<file path="config.mk">
export PLATFORM = sky130hd
export DESIGN_NAME = json_string_map_validator
export DESIGN_NICKNAME = d
export VERILOG_FILES = /design/src/hw/rtl/jsmv_pkg.sv /design/src/hw/rtl/jsmv_step.sv /design/src/hw/rtl/json_string_map_validator.sv
export SDC_FILE = /design/constraint.sdc
export NUM_CORES = 1
export LEC_CHECK = 0
export ABC_AREA = 1
export BUFFER_PORTS_ARGS = -buffer_cell sky130_fd_sc_hd__buf_2
export CORE_MARGIN = 8
export CORE_UTILIZATION = 50
export DETAILED_ROUTE_END_ITERATION = 12
export HOLD_SLACK_MARGIN = 0.1
export PLACE_DENSITY_LB_ADDON = 0.12
export RECOVER_POWER = 50
export SYNTH_ARGS = -nofsm -noshare
export SYNTH_HDL_FRONTEND = slang
export SYNTH_HIERARCHICAL = 1
export SYNTH_SLANG_ARGS = --single-unit
</file>
<file path="constraint.sdc">
create_clock -name aclk -period 3.4 [get_ports aclk]
set_clock_uncertainty 0.1 [all_clocks]
set_input_delay 0.34 -clock aclk [delete_from_list [all_inputs] [get_ports aclk]]
set_output_delay 0.34 -clock aclk [all_outputs]
set_load 0.01 [all_outputs]
</file>
<file path="src/hw/rtl/jsmv_pkg.sv">
package jsmv_pkg;

    typedef enum logic [3:0] {
        P_OPEN1   = 4'd0,
        P_KWQUOTE = 4'd1,
        P_KEYWORD = 4'd2,
        P_COLON1  = 4'd3,
        P_OPEN2   = 4'd4,
        P_QUOTE   = 4'd5,
        P_STRING  = 4'd6,
        P_COLON2  = 4'd7,
        P_NEXT    = 4'd8,
        P_CLOSE   = 4'd9,
        P_DONE    = 4'd10
    } phase_t;

    typedef enum logic [1:0] {
        ST_DATA    = 2'd0,
        ST_ACCEPT  = 2'd1,
        ST_INVALID = 2'd2,
        ST_UNICODE = 2'd3
    } status_t;

    localparam logic [2:0] KW_LEN = 3'd5;
    localparam logic [2:0] KW_BAD = 3'd7;
    localparam logic [7:0] CTRL_LIMIT = 8'h20;

    typedef struct packed {
        logic [7:0] data_byte;
        logic       last;
    } in_item_t;

    typedef struct packed {
        logic [7:0] out_char;
        logic       in_value;
        logic       string_end;
        status_t    status;
    } out_item_t;

    typedef struct packed {
        phase_t     phase;
        logic [2:0] keyword_index;
        logic       escape_pending;
        logic       string_nonempty;
        logic       value_side;
        logic       error_latched;
    } parse_state_t;

    localparam parse_state_t STATE_RESET = '{
        phase:           P_OPEN1,
        keyword_index:   3'd0,
        escape_pending:  1'b0,
        string_nonempty: 1'b0,
        value_side:      1'b0,
        error_latched:   1'b0
    };

    typedef struct packed {
        logic       ok;
        logic       unicode;
        logic [7:0] ch;
    } escape_t;

endpackage

</file>
<file path="src/hw/rtl/jsmv_step.sv">
module jsmv_step (
    input  jsmv_pkg::parse_state_t state_cur,
    input  jsmv_pkg::in_item_t     item,
    output jsmv_pkg::parse_state_t state_nxt,
    output logic                   res_valid,
    output jsmv_pkg::out_item_t    res_item
);
    import jsmv_pkg::*;

    function automatic logic is_space(input logic [7:0] b);
        is_space = (b == 8'h20) || (b == 8'h0A) || (b == 8'h0D) || (b == 8'h09);
    endfunction

    function automatic logic [7:0] kw_char(input logic [2:0] idx);
        case (idx)
            3'd0:    kw_char = 8'h74;
            3'd1:    kw_char = 8'h65;
            3'd2:    kw_char = 8'h78;
            3'd3:    kw_char = 8'h74;
            3'd4:    kw_char = 8'h73;
            default: kw_char = 8'h00;
        endcase
    endfunction

    function automatic escape_t decode_escape(input logic [7:0] b);
        escape_t e;
        e = '{ok: 1'b1, unicode: 1'b0, ch: 8'h00};
        case (b)
            8'h22:   e.ch = 8'h22;
            8'h5C:   e.ch = 8'h5C;
            8'h2F:   e.ch = 8'h2F;
            8'h6E:   e.ch = 8'h0A;
            8'h74:   e.ch = 8'h09;
            8'h72:   e.ch = 8'h0D;
            8'h62:   e.ch = 8'h08;
            8'h66:   e.ch = 8'h0C;
            8'h75: begin
                e.ok      = 1'b0;
                e.unicode = 1'b1;
            end
            default: e.ok = 1'b0;
        endcase
        return e;
    endfunction

    logic       [7:0] b;
    logic             err;
    status_t          err_code;
    logic             have;
    logic             endm;
    logic       [7:0] ch;
    escape_t          esc;
    parse_state_t     st;

    assign b   = item.data_byte;
    assign esc = decode_escape(b);

    always_comb begin
        st       = state_cur;
        err      = 1'b0;
        err_code = ST_INVALID;
        have     = 1'b0;
        endm     = 1'b0;
        ch       = 8'h00;
        case (state_cur.phase)
            P_OPEN1, P_OPEN2, P_KWQUOTE, P_COLON1, P_QUOTE, P_COLON2, P_NEXT, P_CLOSE,
            P_DONE: begin
                if (!is_space(b)) begin
                    if (state_cur.phase == P_OPEN1 && b == 8'h7B) begin
                        st.phase = P_KWQUOTE;
                    end else if (state_cur.phase == P_KWQUOTE && b == 8'h22) begin
                        st.phase          = P_KEYWORD;
                        st.keyword_index  = 3'd0;
                        st.escape_pending = 1'b0;
                    end else if (state_cur.phase == P_COLON1 && b == 8'h3A) begin
                        st.phase = P_OPEN2;
                    end else if (state_cur.phase == P_OPEN2 && b == 8'h7B) begin
                        st.phase      = P_QUOTE;
                        st.value_side = 1'b0;
                    end else if (state_cur.phase == P_QUOTE && b == 8'h22) begin
                        st.phase           = P_STRING;
                        st.string_nonempty = 1'b0;
                        st.escape_pending  = 1'b0;
                    end else if (state_cur.phase == P_COLON2 && b == 8'h3A) begin
                        st.phase      = P_QUOTE;
                        st.value_side = 1'b1;
                    end else if (state_cur.phase == P_NEXT && b == 8'h2C) begin
                        st.phase      = P_QUOTE;
                        st.value_side = 1'b0;
                    end else if (state_cur.phase == P_NEXT && b == 8'h7D) begin
                        st.phase = P_CLOSE;
                    end else if (state_cur.phase == P_CLOSE && b == 8'h7D) begin
                        st.phase = P_DONE;
                    end else begin
                        err = 1'b1;
                    end
                end
            end
            P_KEYWORD: begin
                if (state_cur.escape_pending) begin
                    st.escape_pending = 1'b0;
                    if (esc.unicode) begin
                        err      = 1'b1;
                        err_code = ST_UNICODE;
                    end else if (!esc.ok) begin
                        err = 1'b1;
                    end else begin
                        st.keyword_index = KW_BAD;
                    end
                end else if (b == 8'h22) begin
                    if (state_cur.keyword_index == KW_LEN) begin
                        st.phase = P_COLON1;
                    end else begin
                        err = 1'b1;
                    end
                end else if (b == 8'h5C) begin
                    st.escape_pending = 1'b1;
                end else if (b < CTRL_LIMIT) begin
                    err = 1'b1;
                end else if (state_cur.keyword_index < KW_LEN
                             && kw_char(state_cur.keyword_index) == b) begin
                    st.keyword_index = state_cur.keyword_index + 3'd1;
                end else begin
                    st.keyword_index = KW_BAD;
                end
            end
            P_STRING: begin
                if (state_cur.escape_pending) begin
                    st.escape_pending = 1'b0;
                    if (esc.unicode) begin
                        err      = 1'b1;
                        err_code = ST_UNICODE;
                    end else if (!esc.ok) begin
                        err = 1'b1;
                    end else begin
                        have               = 1'b1;
                        ch                 = esc.ch;
                        st.string_nonempty = 1'b1;
                    end
                end else if (b == 8'h22) begin
                    if (!state_cur.value_side) begin
                        st.keyword_index = {2'b00, state_cur.string_nonempty};
                        st.phase         = P_COLON2;
                        have             = 1'b1;
                        endm             = 1'b1;
                    end else if (state_cur.keyword_index != 3'd0
                                 && state_cur.string_nonempty) begin
                        st.phase = P_NEXT;
                        have     = 1'b1;
                        endm     = 1'b1;
                    end else begin
                        err = 1'b1;
                    end
                end else if (b == 8'h5C) begin
                    st.escape_pending = 1'b1;
                end else if (b < CTRL_LIMIT) begin
                    err = 1'b1;
                end else begin
                    have               = 1'b1;
                    ch                 = b;
                    st.string_nonempty = 1'b1;
                end
            end
            default: begin
                err = 1'b1;
            end
        endcase
    end

    always_comb begin
        state_nxt = st;
        res_valid = 1'b0;
        res_item  = '{out_char: 8'h00, in_value: 1'b0, string_end: 1'b0, status: ST_DATA};
        if (state_cur.error_latched) begin
            if (item.last) begin
                state_nxt = STATE_RESET;
            end else begin
                state_nxt = state_cur;
            end
        end else if (err) begin
            res_valid       = 1'b1;
            res_item.status = err_code;
            if (item.last) begin
                state_nxt = STATE_RESET;
            end else begin
                state_nxt.error_latched = 1'b1;
            end
        end else if (item.last) begin
            res_valid       = 1'b1;
            res_item.status = (st.phase == P_DONE) ? ST_ACCEPT : ST_INVALID;
            state_nxt       = STATE_RESET;
        end else if (have) begin
            res_valid           = 1'b1;
            res_item.out_char   = ch;
            res_item.in_value   = st.value_side;
            res_item.string_end = endm;
        end
    end

endmodule

</file>
<file path="src/hw/rtl/json_string_map_validator.sv">
// Byte-serial checker and decoder for files of the form {"texts":{"key":"value",...}}.
// The input channel (s_valid, s_ready, s_item) takes one raw byte of the file per item,
// with last set on the final byte. The result channel (m_valid, m_ready, m_item) gives
// at most one item per input item: a decoded key or value character, an end-of-string
// mark, the file-accepted status on the last byte, or an error status.
// Throughput is one byte per cycle while s_ready is high: the parser state update and
// result selection are one combinational step between the state registers and the
// output register, from which each result appears on m_item.
// When the receiver stalls, one further result is held in a skid register, so s_ready
// is a register output and drops only when both the output and skid registers are full.
// Bytes that give no result never need output space but still wait for s_ready.
// After an error the block ignores bytes up to and including the one marked last.
// After reset, and after every last byte, the parser expects the opening brace of a
// new file; after reset both result registers are also empty.
module json_string_map_validator (
    input  logic                aclk,
    input  logic                aresetn,
    input  logic                s_valid,
    output logic                s_ready,
    input  jsmv_pkg::in_item_t  s_item,
    output logic                m_valid,
    input  logic                m_ready,
    output jsmv_pkg::out_item_t m_item
);
    import jsmv_pkg::*;

    parse_state_t state_reg;
    parse_state_t state_next;
    logic         out_valid_reg;
    logic         out_valid_next;
    out_item_t    out_item_reg;
    out_item_t    out_item_next;
    logic         skid_valid_reg;
    logic         skid_valid_next;
    out_item_t    skid_item_reg;
    out_item_t    skid_item_next;

    parse_state_t step_state;
    logic         step_valid;
    out_item_t    step_item;
    logic         accept;
    logic         take;
    logic         new_res;

    jsmv_step u_step (
        .state_cur (state_reg),
        .item      (s_item),
        .state_nxt (step_state),
        .res_valid (step_valid),
        .res_item  (step_item)
    );

    assign s_ready = !skid_valid_reg;
    assign m_valid = out_valid_reg;
    assign m_item  = out_item_reg;
    assign accept  = s_valid && s_ready;
    assign take    = out_valid_reg && m_ready;
    assign new_res = accept && step_valid;

    always_comb begin
        state_next      = accept ? step_state : state_reg;
        out_valid_next  = out_valid_reg;
        out_item_next   = out_item_reg;
        skid_valid_next = skid_valid_reg;
        skid_item_next  = skid_item_reg;
        if (take) begin
            if (skid_valid_reg) begin
                out_item_next   = skid_item_reg;
                skid_valid_next = 1'b0;
            end else begin
                out_valid_next = new_res;
                out_item_next  = step_item;
            end
        end else if (!out_valid_reg) begin
            out_valid_next = new_res;
            out_item_next  = step_item;
        end else if (new_res) begin
            skid_valid_next = 1'b1;
            skid_item_next  = step_item;
        end
    end

    always_ff @(posedge aclk) begin
        if (!aresetn) begin
            state_reg      <= STATE_RESET;
            out_valid_reg  <= 1'b0;
            skid_valid_reg <= 1'b0;
        end else begin
            state_reg      <= state_next;
            out_valid_reg  <= out_valid_next;
            skid_valid_reg <= skid_valid_next;
        end
        out_item_reg  <= out_item_next;
        skid_item_reg <= skid_item_next;
    end

    a_skid_behind_out: assert property (@(posedge aclk) disable iff (!aresetn)
        skid_valid_reg |-> out_valid_reg)
        else $error("Skid register holds an item while the output register is empty.");

    a_last_resets: assert property (@(posedge aclk) disable iff (!aresetn)
        (s_valid && s_ready && s_item.last)
        |=> (state_reg.phase == P_OPEN1 && !state_reg.error_latched))
        else $error("Parser did not return to its start state after the last byte.");

    a_status_clean: assert property (@(posedge aclk) disable iff (!aresetn)
        (m_valid && m_item.status != ST_DATA)
        |-> (m_item.out_char == 8'h00 && !m_item.string_end && !m_item.in_value))
        else $error("A status item carries character or mark bits.");

    a_latched_silent: assert property (@(posedge aclk) disable iff (!aresetn)
        (s_valid && s_ready && state_reg.error_latched && !skid_valid_reg && !out_valid_reg)
        |=> !m_valid)
        else $error("A byte after a reported error produced an item.");

endmodule

</file>
==> impl_results.md, run 1 <==
- Root Driver: clkbuf_8
- GRT Residual Overflow: 0
- Max_slew headroom: approximately 40%
- Post-Syn Area: around 2900 um^2
- DR iter-0 viols: 280
- Seq/Total Area, Yosys: between 30% and 40%
- Synth cell types: 38
- Final Hold Vio Count: 0
- Post-Syn Nets: 454
- Total CTS buffers: 5
- All-Layer GR Usage: 18.40%
- Global-route wire length before repair: 13100 um
- Tightest Pin Transition: roughly 0.9 ns
- Largest net degree at the start of global routing: 25
- Total power: between 1 and 1.5 mW
- CP max FO: 12
- Worst-Skew Late Latency: roughly 0.29 ns
- Die Y-Extent: approximately 92 um
- Clock Path Buffers: 2
- Remaining DRCs: 0
- Syn Area/Cell: 6.698 um^2
- Fmax achieved: 336.2 MHz
- Synthesis warning total: 6
- Antenna Cells: 0
- Synthesis-to-finish area growth: 7.327%
- Drt via density: 5.391
- Clock sink count: 37
- Initial antenna violation count: 0
- Post-CTS Setup Bufs: 0
- Maximum resistive drop on vdd: 0.0001977 V
- Vias: approximately 2900
- Worst EP required: 3.34 ns
- Number of global-route vias before repair: 2790
- Worst Setup Start Kind: input port
- Max-cap violations: 0
- Max-slew violation count: 0
- Asr flop ratio synth: 0%
- Core Box Area: slightly below 6000 um^2
- Critical path class: in2reg
- Register bit total from synthesis: 37
- Data arrival time of the worst path: 2.91 ns
- Post-CTS Hold Buffers: 0
- Port Buffers: 26
- Drt total wl: 7719 um
- Share of layout cells above drive strength 1: 12.34%
- Die W: 92.43 um
- Status: complete, no violations
- Final Cycle Share: 87.47%
- Number of flops mapped to enable cells by yosys: 24
- Final setup vio count: 0
- RSZ-0062 raised after global routing: false
- Cells after synthesis: 436
- Max H-tree Level: 2
- CTS resizes: 0
- Pwr Density: 343.3 nW/um^2
- Nets: 479
- Setup TNS: 0 ns
- Tmin final: 2.974 ns
- CTS tree: done
- Placement Rows: 28
- Storage cell area: 980.9 um^2
- Detailed Routing Iterations Pass 1: 5
- Multi-input gate area in the final layout: approximately 1600 um^2
- Leak: around 1.5 nW
- Drt wl/cell: between 10 and 15 um
- Full die area: 8542 um^2
- Detailed placement HPWL: slightly above 6000 um
- Initial Util: 50.52%
- Crit end category: register
- Clk slew on worst S/H paths: 0.08 ns
- Post-synth top flop: edfxtp_1
- Final GP Congestion: slightly below 1
- Routed Antenna Nets: 0
- Min-Delay Path Class: in2reg
- Top Ports: 27
- Fillers: between 600 and 700
==> cell type report <==
cell class,instances,share of cell area (%)
multi-input combinational,323,50.86
sequential,37,31.30
inverter,66,7.984
timing repair buffer,28,4.112
tap,75,2.994
clock buffer,5,2.196
clock inverter,3,0.5589
==> routing by layer <==
| layer | global-route usage [%] | up-vias | part of all wire [%] | wire length, um |
|---|---|---|---|---|
| met5 | 0 | - | 0 | 0 |
| met4 | 4.832 | 0 | 1.1 | 87 |
| met3 | 2.994 | 13 | 5.8 | 451 |
| met2 | 31.47 | 108 | 48 | 3678 |
| met1 | 23.42 | 1301 | 45 | 3501 |
| li1 | - | 1473 | - | - |
==> metrics by stage <==
stage                     area [um^2]  hold slack (ns)  std cells  utilization (%)  worst slack (ns)
final                            3134           0.2333        537            54.22            0.4259
after global routing             3134           0.2479        537            54.22            0.1951
after CTS                        3178           0.2306        537            54.98            0.5882
after detailed placement         3092           0.3882        529            53.48            0.6233
after global placement           3092           0.3681        529            53.48            0.6457
after floorplan                  2920           0.3494        436                -            0.7297
==> where the power goes <==
part,switching (mW),internal [mW]
Combinational,0.172,0.0758
Sequential,0.0203,0.505
Clock,0.161,0.142
Total,0.354,0.722
==> worst paths after layout <==
| kind | start | to | slack [ns] | cells past startpoint |
|---|---|---|---|---|
| hold / removal | m_ready | skid_valid_reg$_SDFFE_PP0P_ | 0.23 | 4 |
| setup / recovery | s_item[2] | skid_item_reg[6]$_DFFE_PP_ | 0.43 | 17 |
| setup reg to reg | state_reg[4]$_SDFFE_PN0P_ | skid_item_reg[6]$_DFFE_PP_ | 0.46 | 15 |
| hold reg to reg | state_reg[1]$_SDFFE_PN0P_ | state_reg[1]$_SDFFE_PN0P_ | 0.40 | 2 |
==> worst max-delay path: stages <==
cell and delay, ns:
buf_2 0.13, inv_2 0.08, nor2_4 0.13, nand2_2 0.07
nor2_1 0.69, o21ai_0 0.35, nand2_1 0.15, nand2_1 0.06
nand2_1 0.06, nand2_1 0.05, nand2_1 0.11, nand4_1 0.12
inv_1 0.09, a21oi_1 0.08, nand3_1 0.11, nor2_1 0.05
buf_4 0.21
==> cells by family after synthesis <==
logic type,after synthesis,synth area share [%]
AOI/OAI and AO/OA,75,15.25
xor gates and xnor gates,4,1.200
adders and majority gates,5,2.142
buffers and inverters,76,10.88
DFF,37,33.59
and+or+nand+nor,239,36.93
==> cell usage after synthesis (3+ instances only) <==
cell	number	area share, %
nor2_2	6	1.3
nand3_2	5	1.7
ha_1	5	2.1
dfxtp_1	13	8.9
xor2_1	4	1.2
buf_2	3	0.51
edfxtp_1	24	25
a21oi_1	14	2.4
nand4_1	6	1.3
nor2_4	4	1.5
inv_1	57	7.3
nand2_1	105	13
o21ai_2	8	2.4
nand2_2	3	0.64
nand3_1	35	6.0
o22ai_1	6	1.3
a31oi_1	6	1.3
o21ai_0	24	4.1
buf_4	3	0.77
o21ai_1	9	1.5
inv_2	8	1.0
nor2_1	66	8.5
==> layout by cell type, fill, tap and decap left out, drive strengths merged <==
cell type	n
ha	5
a31oi	6
clkinv	2
dfxtp	13
nand3	40
o41ai	1
nand4	6
nor3b	1
nor2	76
o211ai	1
a21oi	15
o22ai	6
o21ai	41
o2111ai	1
nand2	110
clkbuf	18
edfxtp	24
o21a	2
inv	66
a21boi	1
nor3	4
clkinvlp	1
buf	15
xor2	4
a32oi	1
and2	2
Power figures use the tool's default switching activity.
==> run 2: changes to the inputs <==
Settings changed: SYNTH_HIERARCHICAL 1 to unset.
==> impl_results.md, run 2 <==
- Pre-CTS WS: 0.8537 ns
- Final setup vio count: 0
- Final Cycle Share: 78.51%
- Vias: 2898
- Initial Util: 50.39%
- Max stage delay on crit path: 0.52 ns
- Global-route wire length before repair: 12940 um
- Leading cell types in the layout, fill and taps excluded: nand2_1 (96), nor2_1 (82), inv_1 (46), nand3_1 (34), a21oi_1 (29)
- Full die area: 8524 um^2
- Part of the power in registers: 51.7%
- CP max FO: 12
- All-Layer GR Usage: between 10% and 20%
- GRT Residual Overflow: 0
- Number of flops mapped to enable cells by yosys: 24
- Max-cap violations: 0
- Die W: 92.33 um
- Clock sink count: 37
- Detailed Routing Iterations Pass 1: 5
- Drt total wl: 7803 um
- Min-Delay Path Class: in2reg
- Antenna Cells: 0
- CTS resizes: 0
- Top-area cell type share of the netlist area: 24.74%
- CP top delay family: simple AND/OR/NAND/NOR gates
- Seq/Total Area, Yosys: 33.68%
- Final Hold Vio Count: 0
- Placement Rows: 28
- Remaining DRCs: 0
- Worst Setup Start Kind: register
- Top Ports: 27
- Leak: 1.460 nW
- Clk slew on worst S/H paths: 0.09 ns
- Max-slew violation count: 0
- Clock share of power: 32.1%
- Synthesis-to-finish area growth: 8.849%
- Number of global-route vias before repair: 2758
- Worst-Skew Late Latency: 0.30 ns
- Synthesis warning total: 0
- Routed Antenna Nets: 0
- Total CTS buffers: 5
- Leading cell type by number of instances after synthesis: nand2_1
- Data arrival time of the worst path: 2.56 ns
- Detailed placement HPWL: 6211 um
- Critical path class: reg2reg
- Post-synth top flop: edfxtp_1
- Most used cell along the critical path: nand2_1
- Worst hold slack: 0.2189 ns
- Post-Syn Area: a little under 3000 um^2
- Setup TNS: 0 ns
- Hold path depth: 4
- Reg2reg start: state_reg[7]$_SDFFE_PN0P_
- P_sw: ~300 uW
- CTS tree: done
- Post-Syn Nets: 451
- R2R Setup Slk: 0.73 ns
- Net Sw Frac: 30.47%
- Tmin final: 2.669 ns
- Status: complete, no violations
- Synth cell count leaders: nand2_1 (96), nor2_1 (81), inv_1 (46)
- Core Box Area: 5781 um^2
- Nets: a little under 500
- R2R cell count: 10
- Drt via density: ~5.4
- Drt wl/cell: between 10 and 15 um
- Asr flop ratio synth: 0%
- Synth cell types: 40
- Top cells by area, synth: edfxtp_1 (25%), nand2_1 (12%), nor2_1 (10%), dfxtp_1 (8.9%), inv_1 (5.9%)
- Maximum resistive drop on vdd: 0.0001734 V
- Crit end category: register
- Cells after synthesis: 433
- Post-CTS Hold Buffers: 0
- Pwr Density: between 300 and 400 nW/um^2
- Worst EP required: roughly 3.3 ns
- Logic gate share of total power: between 10% and 20%
- Area leader, netlist: edfxtp_1
- Worst hold path startpoint: m_ready
- Max_slew headroom: between 50 and 60%
- Syn Area/Cell: around 6.7 um^2
- Register bit total from synthesis: 37
- R2R Path End: skid_item_reg[6]$_DFFE_PP_
- DR iter-0 viols: 257
- Fillers: 602
- Port Buffers: 26
- Fmax achieved: about 370 MHz
- Commonest non-fill, non-tap cell in the layout: nand2_1
- Clock Path Buffers: 2
- CP Cell Sequence: inv_1, nand2_1, nor2_1, inv_2, a21oi_1, nand2_1, nand3_1, nand2_1, nor2_1, buf_4
- Hold endpoint: skid_valid_reg$_SDFFE_PP0P_
- Critical-path top delay cell: nor2_1
- Internal: 684.1 uW
- Post-route setup slack: roughly 0.73 ns
- Largest net degree at the start of global routing: 18
- Tightest Pin Transition: 0.6328 ns
- Max H-tree Level: 2
- Initial antenna violation count: 0
- Final GP Congestion: 0.9880
- Post-CTS Setup Bufs: 0
- RSZ-0062 raised after global routing: false
- Die Y-Extent: between 90 and 100 um
- CP bufs+invs: 3
- Root Driver: clkbuf_8
- Share of layout cells above drive strength 1: 15.09%
## run 2: cell types whose count changed after synthesis, moves of 9 or more
cell	previous run	this run
a21oi_1	14	27
o21ai_0	24	13
inv_1	57	46
nand2_1	105	96
nor2_1	66	81
## run 2: logic make-up after synthesis
family          after synthesis  synth area share, %
compound gates               62                12.59
xor+xnor                      3               0.9022
simple gates                259                41.19
flops                        37                33.68
mux                           1               0.3866
fa+ha+maj                     5                2.148
buf+inv                      66                9.107
## run 2: metal layers
| layer | up-vias | GRT usage [%] | share of wire, % |
|---|---|---|---|
| met4 | 0 | 10.47 | 3.9 |
| met5 | - | 0 | 0 |
| li1 | 1480 | - | - |
| met3 | 20 | 2.670 | 6.7 |
| met1 | 1281 | 22.48 | 43 |
| met2 | 117 | 31.29 | 47 |
## run 2: worst reg2reg max path: cells and delay by family, from the launching register on
kind                   cells  cell delay, ns
buffers and inverters      3            0.46
AOI/OAI and AO/OA          1            0.34
DFF                        1            0.38
and+or+nand+nor            6            1.07
## run 2: power groups by stage
stage	Clock, mW	Sequential, mW	Combinational (mW)
floorplan	0	0.518	0.108
CTS	0.320	0.508	0.163
global route	0.332	0.511	0.179
detailed placement	0	0.518	0.162
global placement	0	0.518	0.164
finish	0.316	0.508	0.160
## run 2: worst max path at each step
stage	startpoint	endpoint	slack, ns	cells after the start
2_1_floorplan	s_item[4]	skid_item_reg[0]$_DFFE_PP_	0.93	12
3_3_place_gp	s_item[8]	skid_item_reg[4]$_DFFE_PP_	0.84	13
3_5_place_dp	s_item[8]	skid_item_reg[7]$_DFFE_PP_	0.85	13
4_1_cts	state_reg[7]$_SDFFE_PN0P_	skid_item_reg[6]$_DFFE_PP_	0.99	14
5_1_grt	state_reg[5]$_SDFFE_PN0P_	skid_item_reg[6]$_DFFE_PP_	0.46	12
6_report	state_reg[7]$_SDFFE_PN0P_	skid_item_reg[6]$_DFFE_PP_	0.73	10
## run 2: layout make-up
type / instances / area, um^2 / area share [%]
multi-input combinational: 330 / 1645 / 51.89
clock inverter: 3 / 17.52 / 0.5525
sequential: 37 / 980.9 / 30.94
tap: 75 / 93.84 / 2.960
clock buffer: 5 / 68.82 / 2.170
timing repair buffer: 30 / 142.6 / 4.499
inverter: 59 / 221.5 / 6.985
## run 2: stage by stage
| step | utilization (%) | cells | instance area [um^2] | power, mW |
|---|---|---|---|---|
| 6_report | 54.85 | 539 | 3171 | 0.9838 |
| 2_1_floorplan | - | 433 | 2913 | 0.6260 |
| 5_1_grt | 54.85 | 539 | 3171 | 1.022 |
| 3_5_place_dp | 54.03 | 531 | 3123 | 0.6800 |
| 3_3_place_gp | 54.03 | 531 | 3123 | 0.6822 |
| 4_1_cts | 55.52 | 539 | 3209 | 0.9901 |
